File: src/sv/sfr_pkg.sv
package sfr_pkg;

    localparam int LEN_W = 4;
    localparam int CFG_IDX_W = 2;
    localparam logic [LEN_W-1:0] REP_MAX_LEN = 4'd8;

    // configuration register indexes
    localparam logic [CFG_IDX_W-1:0] CFG_PAT_BYTES = 2'd0;
    localparam logic [CFG_IDX_W-1:0] CFG_PAT_LEN   = 2'd1;
    localparam logic [CFG_IDX_W-1:0] CFG_REP_BYTES = 2'd2;
    localparam logic [CFG_IDX_W-1:0] CFG_REP_LEN   = 2'd3;

    typedef struct packed {
        logic [7:0] text_byte;
        logic       text_end;
    } t_in_item;

    typedef struct packed {
        logic [7:0] out_byte;
        logic       run_last;
        logic       text_done;
    } t_out_item;

    // controller to datapath
    typedef struct packed {
        logic load;
        logic take_match;
        logic emit_rep;
        logic emit_shed;
        logic last;
    } t_cmd;

    // datapath to controller
    typedef struct packed {
        logic is_match;
        logic need_shed;
        logic more_shed;
        logic rep_empty;
        logic rep_last;
        logic out_free;
    } t_sts;

endpackage

File: src/sv/sfr_ctrl.sv
module sfr_ctrl import sfr_pkg::*; (
    input  logic i_clk,
    input  logic i_rst_n,
    input  logic i_in_valid,
    output logic o_in_stall,
    input  t_sts i_sts,
    output t_cmd o_cmd
);

    typedef enum logic [3:0] {
        S_IDLE   = 4'b0001,
        S_DECIDE = 4'b0010,
        S_REP    = 4'b0100,
        S_SHED   = 4'b1000
    } t_state;

    t_state r_state;
    t_state n_state;

    always_ff @(posedge i_clk) begin
        if (!i_rst_n) begin
            r_state <= S_IDLE;
        end else begin
            r_state <= n_state;
        end
    end

    assign o_in_stall = (r_state != S_IDLE);

    always_comb begin
        n_state = r_state;
        o_cmd   = '0;
        unique case (r_state)
            S_IDLE: begin
                if (i_in_valid) begin
                    o_cmd.load = 1'b1;
                    n_state    = S_DECIDE;
                end
            end
            S_DECIDE: begin
                if (i_sts.is_match) begin
                    o_cmd.take_match = 1'b1;
                    n_state = i_sts.rep_empty ? S_IDLE : S_REP;
                end else if (i_sts.need_shed) begin
                    n_state = S_SHED;
                end else begin
                    n_state = S_IDLE;
                end
            end
            S_REP: begin
                if (i_sts.out_free) begin
                    o_cmd.emit_rep = 1'b1;
                    o_cmd.last     = i_sts.rep_last;
                    if (i_sts.rep_last) begin
                        n_state = S_IDLE;
                    end
                end
            end
            S_SHED: begin
                if (i_sts.out_free) begin
                    o_cmd.emit_shed = 1'b1;
                    o_cmd.last      = !i_sts.more_shed;
                    if (!i_sts.more_shed) begin
                        n_state = S_IDLE;
                    end
                end
            end
            default: begin
                n_state = S_IDLE;
            end
        endcase
    end

endmodule

File: src/sv/sfr_dp.sv
module sfr_dp import sfr_pkg::*; #(
    parameter int MAX_PATTERN = 8
) (
    input  logic                 i_clk,
    input  logic                 i_rst_n,
    input  logic                 i_cfg_valid,
    input  logic [CFG_IDX_W-1:0] i_cfg_index,
    input  logic [63:0]          i_cfg_data,
    input  t_in_item             i_in,
    input  t_cmd                 i_cmd,
    output t_sts                 o_sts,
    output logic                 o_out_valid,
    output t_out_item            o_out,
    input  logic                 i_out_stall
);

    localparam int FW = $clog2(MAX_PATTERN + 1);
    localparam int IW = (MAX_PATTERN > 1) ? $clog2(MAX_PATTERN) : 1;
    localparam logic [LEN_W-1:0] MAX_LEN = LEN_W'(MAX_PATTERN);

    logic [63:0]      r_pat;
    logic [LEN_W-1:0] r_plen;
    logic [63:0]      r_rep;
    logic [LEN_W-1:0] r_rlen;

    logic [7:0]    r_win [MAX_PATTERN];
    logic [FW-1:0] r_fill;
    logic          r_end;
    logic [2:0]    r_k;
    logic          r_out_valid;
    t_out_item     r_out;

    logic [LEN_W-1:0] plen_eff;
    logic [LEN_W-1:0] rlen_eff;
    logic [LEN_W-1:0] fill_ext;
    logic [FW-1:0]    n1;
    logic [IW-1:0]    app_idx;
    logic             win_ok;
    logic             sh_ok;
    logic             out_free;

    always_comb begin
        if (r_plen == '0) begin
            plen_eff = LEN_W'(1);
        end else if (r_plen > MAX_LEN) begin
            plen_eff = MAX_LEN;
        end else begin
            plen_eff = r_plen;
        end
        rlen_eff = (r_rlen > REP_MAX_LEN) ? REP_MAX_LEN : r_rlen;
    end

    assign fill_ext = LEN_W'(r_fill);
    assign n1       = r_fill - FW'(1);
    assign app_idx  = (r_fill > FW'(MAX_PATTERN - 1)) ? IW'(MAX_PATTERN - 1) : IW'(r_fill);

    // window prefix compare, and the same compare after dropping the front byte
    always_comb begin
        win_ok = 1'b1;
        sh_ok  = 1'b1;
        for (int i = 0; i < MAX_PATTERN; i++) begin
            if (FW'(i) < r_fill && r_win[i] != r_pat[8*i +: 8]) begin
                win_ok = 1'b0;
            end
        end
        for (int i = 0; i < MAX_PATTERN - 1; i++) begin
            if (FW'(i) < n1 && r_win[i+1] != r_pat[8*i +: 8]) begin
                sh_ok = 1'b0;
            end
        end
    end

    assign out_free = !r_out_valid || !i_out_stall;

    always_comb begin
        o_sts.is_match  = (fill_ext == plen_eff) && win_ok;
        o_sts.need_shed = (r_fill != '0) && (r_end || !((fill_ext < plen_eff) && win_ok));
        o_sts.more_shed = (n1 != '0) && (r_end || !((LEN_W'(n1) < plen_eff) && sh_ok));
        o_sts.rep_empty = (rlen_eff == '0);
        o_sts.rep_last  = (LEN_W'(r_k) + LEN_W'(1)) == rlen_eff;
        o_sts.out_free  = out_free;
    end

    always_ff @(posedge i_clk) begin
        if (!i_rst_n) begin
            r_pat  <= '0;
            r_plen <= LEN_W'(1);
            r_rep  <= '0;
            r_rlen <= '0;
        end else if (i_cfg_valid) begin
            unique case (i_cfg_index)
                CFG_PAT_BYTES: r_pat  <= i_cfg_data;
                CFG_PAT_LEN:   r_plen <= i_cfg_data[LEN_W-1:0];
                CFG_REP_BYTES: r_rep  <= i_cfg_data;
                CFG_REP_LEN:   r_rlen <= i_cfg_data[LEN_W-1:0];
                default: ;
            endcase
        end
    end

    always_ff @(posedge i_clk) begin
        if (i_cmd.load) begin
            for (int i = 0; i < MAX_PATTERN; i++) begin
                if (IW'(i) == app_idx) begin
                    r_win[i] <= i_in.text_byte;
                end
            end
        end else if (i_cmd.emit_shed) begin
            for (int i = 0; i < MAX_PATTERN - 1; i++) begin
                r_win[i] <= r_win[i+1];
            end
        end
    end

    always_ff @(posedge i_clk) begin
        if (!i_rst_n) begin
            r_fill <= '0;
            r_end  <= 1'b0;
            r_k    <= '0;
        end else begin
            if (i_cmd.load) begin
                r_fill <= FW'(app_idx) + FW'(1);
                r_end  <= i_in.text_end;
            end else if (i_cmd.take_match) begin
                r_fill <= '0;
                r_k    <= '0;
            end else if (i_cmd.emit_rep) begin
                r_k <= r_k + 3'd1;
            end else if (i_cmd.emit_shed) begin
                r_fill <= n1;
            end
        end
    end

    always_ff @(posedge i_clk) begin
        if (!i_rst_n) begin
            r_out_valid <= 1'b0;
        end else if (i_cmd.emit_rep || i_cmd.emit_shed) begin
            r_out_valid <= 1'b1;
        end else if (!i_out_stall) begin
            r_out_valid <= 1'b0;
        end
    end

    always_ff @(posedge i_clk) begin
        if (i_cmd.emit_rep || i_cmd.emit_shed) begin
            r_out.out_byte  <= i_cmd.emit_rep ? r_rep[{r_k, 3'b000} +: 8] : r_win[0];
            r_out.run_last  <= i_cmd.last;
            r_out.text_done <= i_cmd.last && r_end;
        end
    end

    assign o_out_valid = r_out_valid;
    assign o_out       = r_out;

endmodule

File: src/sv/stream_find_replace.sv
// stream find and replace: text enters one byte per item and every non-overlapping
// occurrence of the pattern (1 to MAX_PATTERN bytes) is replaced by the replacement
// (0 to 8 bytes, zero deletes). bytes that may still start a match are held back in
// a window until they are resolved; the item marked text_end flushes the window.
// one input item is accepted, then checked against the window, and then releases its
// result bytes in turn; the single output register paces the result bytes and a stalled
// output holds the controller. run_last marks the last result of an item and text_done
// the last result of the text; an item that releases nothing gives no result. write
// configuration only while the block is idle.
module stream_find_replace import sfr_pkg::*; #(
    parameter int MAX_PATTERN = 8
) (
    input  logic                 i_clk,
    input  logic                 i_rst_n,
    input  logic                 i_cfg_valid,
    output logic                 o_cfg_ready,
    input  logic [CFG_IDX_W-1:0] i_cfg_index,
    input  logic [63:0]          i_cfg_data,
    input  logic                 i_in_valid,
    output logic                 o_in_stall,
    input  t_in_item             i_in,
    output logic                 o_out_valid,
    input  logic                 i_out_stall,
    output t_out_item            o_out
);

    t_cmd cmd;
    t_sts sts;

    assign o_cfg_ready = 1'b1;

    sfr_ctrl u_ctrl (
        .i_clk      (i_clk),
        .i_rst_n    (i_rst_n),
        .i_in_valid (i_in_valid),
        .o_in_stall (o_in_stall),
        .i_sts      (sts),
        .o_cmd      (cmd)
    );

    sfr_dp #(
        .MAX_PATTERN (MAX_PATTERN)
    ) u_dp (
        .i_clk       (i_clk),
        .i_rst_n     (i_rst_n),
        .i_cfg_valid (i_cfg_valid && o_cfg_ready),
        .i_cfg_index (i_cfg_index),
        .i_cfg_data  (i_cfg_data),
        .i_in        (i_in),
        .i_cmd       (cmd),
        .o_sts       (sts),
        .o_out_valid (o_out_valid),
        .o_out       (o_out),
        .i_out_stall (i_out_stall)
    );

endmodule

File: config.mk
export PLATFORM = sky130hd
export DESIGN_NAME = stream_find_replace
export DESIGN_NICKNAME = d
export VERILOG_FILES = /design/src/sv/sfr_pkg.sv /design/src/sv/sfr_ctrl.sv /design/src/sv/sfr_dp.sv /design/src/sv/stream_find_replace.sv
export SDC_FILE = /design/constraint.sdc
export NUM_CORES = 1
export LEC_CHECK = 0
export CAP_MARGIN = 5
export CORE_AREA = 3 3 110 154
export CTS_CLUSTER_DIAMETER = 120
export CTS_CLUSTER_SIZE = 30
export DETAILED_ROUTE_END_ITERATION = 12
export DIE_AREA = 0 0 113 157
export DONT_BUFFER_PORTS = 1
export GPL_TIMING_DRIVEN = 0
export PLACE_DENSITY = 0.87
export SLEW_MARGIN = 20
export SYNTH_ARGS = -nofsm -noshare
export SYNTH_HDL_FRONTEND = slang
export SYNTH_SLANG_ARGS = --single-unit
export TNS_END_PERCENT = 20
File: constraint.sdc
create_clock -name i_clk -period 5 [get_ports i_clk]
set_input_delay 1 -clock i_clk [delete_from_list [all_inputs] [get_ports i_clk]]
set_output_delay 1 -clock i_clk [all_outputs]
set_load 0.02 [all_outputs]
==> key figures <==
Timing
  • Tmin final: 3.12 ns
  • Hold Fails Final Rpt: 0
  • Number of pins exceeding their max-slew limit in the final report: 0
  • Fin Clk Skew: 0.0328 ns
  • Worst-case headroom to the max-slew limit: 0.291
  • Final-report setup violation count: 0
  • Worst Hold Margin: 0.459 ns
  • Final TNS setup: 0 ns
  • Max Clock Freq: 320 MHz
  • Final worst-path cycle share: 0.625
  • Unrepaired setup endpoints after global routing: false
  • Setup ws final: 1.88 ns
  • Worst-Margin Slew: 1.05 ns

Final layout
  • Number of inserted diodes: 0
  • Multi-input gate area in the final layout: 0.00514 sq mm
  • Area overhead of the layout relative to synthesis: 5.25%
  • Fraction of final layout cells sized beyond drive strength 1: 0.0429
  • End-of-flow core utilization: 0.716
  • Final Net Count: 1259
  • Fill cell total of the finished layout: 1228
  • Area used by sequential logic in the layout: 0.00520 sq mm

Worst setup path
  • CP required: 5.34 ns
  • Critical path fanouts, max: 7
  • Worst-path cell chain: inv_1 > ha_1 > xor2_1 > ha_1 > o21a_1 > o21ai_0 > nand3_1 > o32ai_1 > nand4_1 > a21boi_1
  • Worst setup path category: register to register
  • Internal reg-to-reg setup slack: 1.88 ns
  • Data arrival, critical path: 3.47 ns
  • Most frequent cell on the critical path: sky130_fd_sc_hd__ha_1
  • Cell with the largest stage delay on the worst path: sky130_fd_sc_hd__o32ai_1
  • Crit start category: register
  • Largest stage delay, worst path: 0.57 ns
  • Endpoint class of the critical path: register

Yosys
  • Library cell with the largest summed area after synthesis: sky130_fd_sc_hd__dfxtp_1
  • Dominant cell by count in the synthesized netlist: sky130_fd_sc_hd__nand2_1
  • Mean instance size in the synthesized netlist: 9.28 sq um
  • Top area cells in the synthesized netlist: sky130_fd_sc_hd__dfxtp_1, sky130_fd_sc_hd__edfxtp_1, sky130_fd_sc_hd__nand2_1
  • Post-Synthesis Cell Area: 0.0107 sq mm
  • Count of flip-flops with a built-in enable after synthesis: 74
  • Total number of yosys warnings: 0
  • Async set-reset flop share out of synthesis: 0
  • Leading post-synthesis cells by instance count: sky130_fd_sc_hd__nand2_1, sky130_fd_sc_hd__dfxtp_1, sky130_fd_sc_hd__a21oi_1
  • Synthesized flop and latch total: 223
  • Most used flip-flop cell after synthesis: sky130_fd_sc_hd__dfxtp_1
  • Post-synthesis sequential area ratio: 0.488
  • Yosys cell types: 60
  • Gate count after technology mapping: 1148
  • Share of Yosys cell area claimed by the top area cell type: 0.280
  • Syn_nets: 1246

Power and ir drop
  • Static Leak: 0.00388 uW
  • Total power divided by cell area: 309 mW/mm^2
  • VDD IR max: 470 uV

Clocking
  • Buffers from clock root to sink, at most: 3
  • Clock Sink Count: 223
  • Clock transition at the registers of the reported paths: 0.12 ns
  • Cts bufs inserted: 11
  • Clock latency on the worst-skew pair: 0.49 ns
  • Setup fix buffers added after clock tree synthesis: 0
  • # H-tree levels: 1
  • Cell chosen for the clock root: sky130_fd_sc_hd__clkbuf_16
  • CTS tree: built
  • Post-cts hold buffer count: 0
  • # resized after CTS: 0

Flow run
  • Max-cap violation count: 0

Routing
  • Violation count after the first detailed-routing iteration: 927
  • Average wire per cell in the routed design: 22.5 um
  • DR pass1 iterations: 6
  • Antenna viol nets, final: 0
  • DRC violation count after routing: 0
  • Total detailed-routing wirelength: 30700 um
  • Via count: 8792
  • Vias/cell: 6.46

GRT
  • Antenna violations before repair: 0
  • Overflow after GRT: 0
  • Pin count of the biggest net entering global routing: 32
  • Wire length of the first global-routing pass: 46400 um
  • Global Route Usage Sum: 0.340
  • Number of global-route vias before repair: 8732

Floorplanning
  • Floorplan core area: 0.0157 sq mm
  • Starting density of the core: 0.680
  • Area of the die: 0.0177 sq mm
  • Chip Height: 157 um
  • Top Ports: 93
  • Horiz. Die Dim: 113 um
  • Floorplan row count: 54

Placement
  • Routability cong.: 0.990
  • Half-perimeter wire length after placement: 24000 um
  • Number of buffers added on ports: 0
  • Post-place setup slack: 1.89 ns

Run status
  • Outcome: complete, no violations

Hold path
  • Worst min-delay path class: register to register
final cells by class:
| type | count | share of cell area |
|---|---|---|
| buffer | 64 | 0.0231 |
| clock buffer | 16 | 0.0262 |
| clock inverter | 1 | 0.00178 |
| inverter | 14 | 0.00469 |
| multi-input combinational | 847 | 0.458 |
| sequential | 223 | 0.464 |
| tap | 196 | 0.0219 |
layer usage:
layer / share of wire / GRT usage
met5: 0 / 0
met1: 0.34 / 0.373
met4: 0.076 / 0.223
met2: 0.49 / 0.591
met3: 0.10 / 0.0715
state kept, by name, summed over array words and instances, names as in the netlist, 4 cells and up:
signal and count:
u_dp.r_pat 64, u_dp.r_rep 64, u_dp.r_win 64, u_dp.r_rlen 4, u_dp.fill_ext 4, u_dp.o_out 10
u_ctrl.r_state 4, u_dp.r_plen 4
cells by family (layout without fill, tap and decap cells):
family	after synthesis	count (layout)	share of synthesized area
other	1	1	0.000352
DFF	223	223	0.488
adders and majority gates	18	18	0.0211
buffers and inverters	78	95	0.0292
AOI/OAI and AO/OA	250	250	0.137
xor gates and xnor gates	123	123	0.101
muxes	32	32	0.0488
and+or+nand+nor	423	423	0.173
critical path, delay by kind of cell, from the launching register on:
family / cells / cell delay (ns)
AO/OA/AOI/OAI: 4 / 1.00
adder cells (fa/ha/maj): 2 / 0.60
flip-flops: 1 / 0.51
AND/OR/NAND/NOR: 2 / 0.38
XOR/XNOR: 1 / 0.35
buffers and inverters: 1 / 0.16
power by group:
part           leakage (uW)  internal (uW)  switching (uW)
combinational       0.00184            170             269
clock              0.000151            427             577
sequential          0.00189           1950            79.6
worst paths after layout:
path,start,end,depth (start not counted)
setup / recovery,u_dp.fill_ext[0],u_dp.o_out[0],10
hold / removal,u_dp.r_rep[23],u_dp.r_rep[23],2
setup reg to reg,u_dp.fill_ext[0],u_dp.o_out[0],10
hold reg to reg,u_dp.r_rep[23],u_dp.r_rep[23],2
through the flow:
step	instance area [sq um]	instances	total power [uW]
4_1_cts	11200	1361	3450
5_1_grt	11200	1361	3570
3_3_place_gp	10900	1344	2470
2_1_floorplan	10700	1148	2350
6_report	11200	1361	3470
3_5_place_dp	10900	1344	2490
cells in the final DEF, fill, tap and decap left out, drive strengths merged, types with 15 or more instances in the layout:
cell and instances:
nand2 300, dfxtp 149, a21oi 148, xnor2 105
edfxtp 74, clkbuf 71, a21o 42, nand4 30
nor2 28, o21ai 28, xor2 18, and2 18
ha 18, mux4 16, mux2i 16, nand3 15
inv 15
No activity file was read; power rests on OpenSTA's default activity.
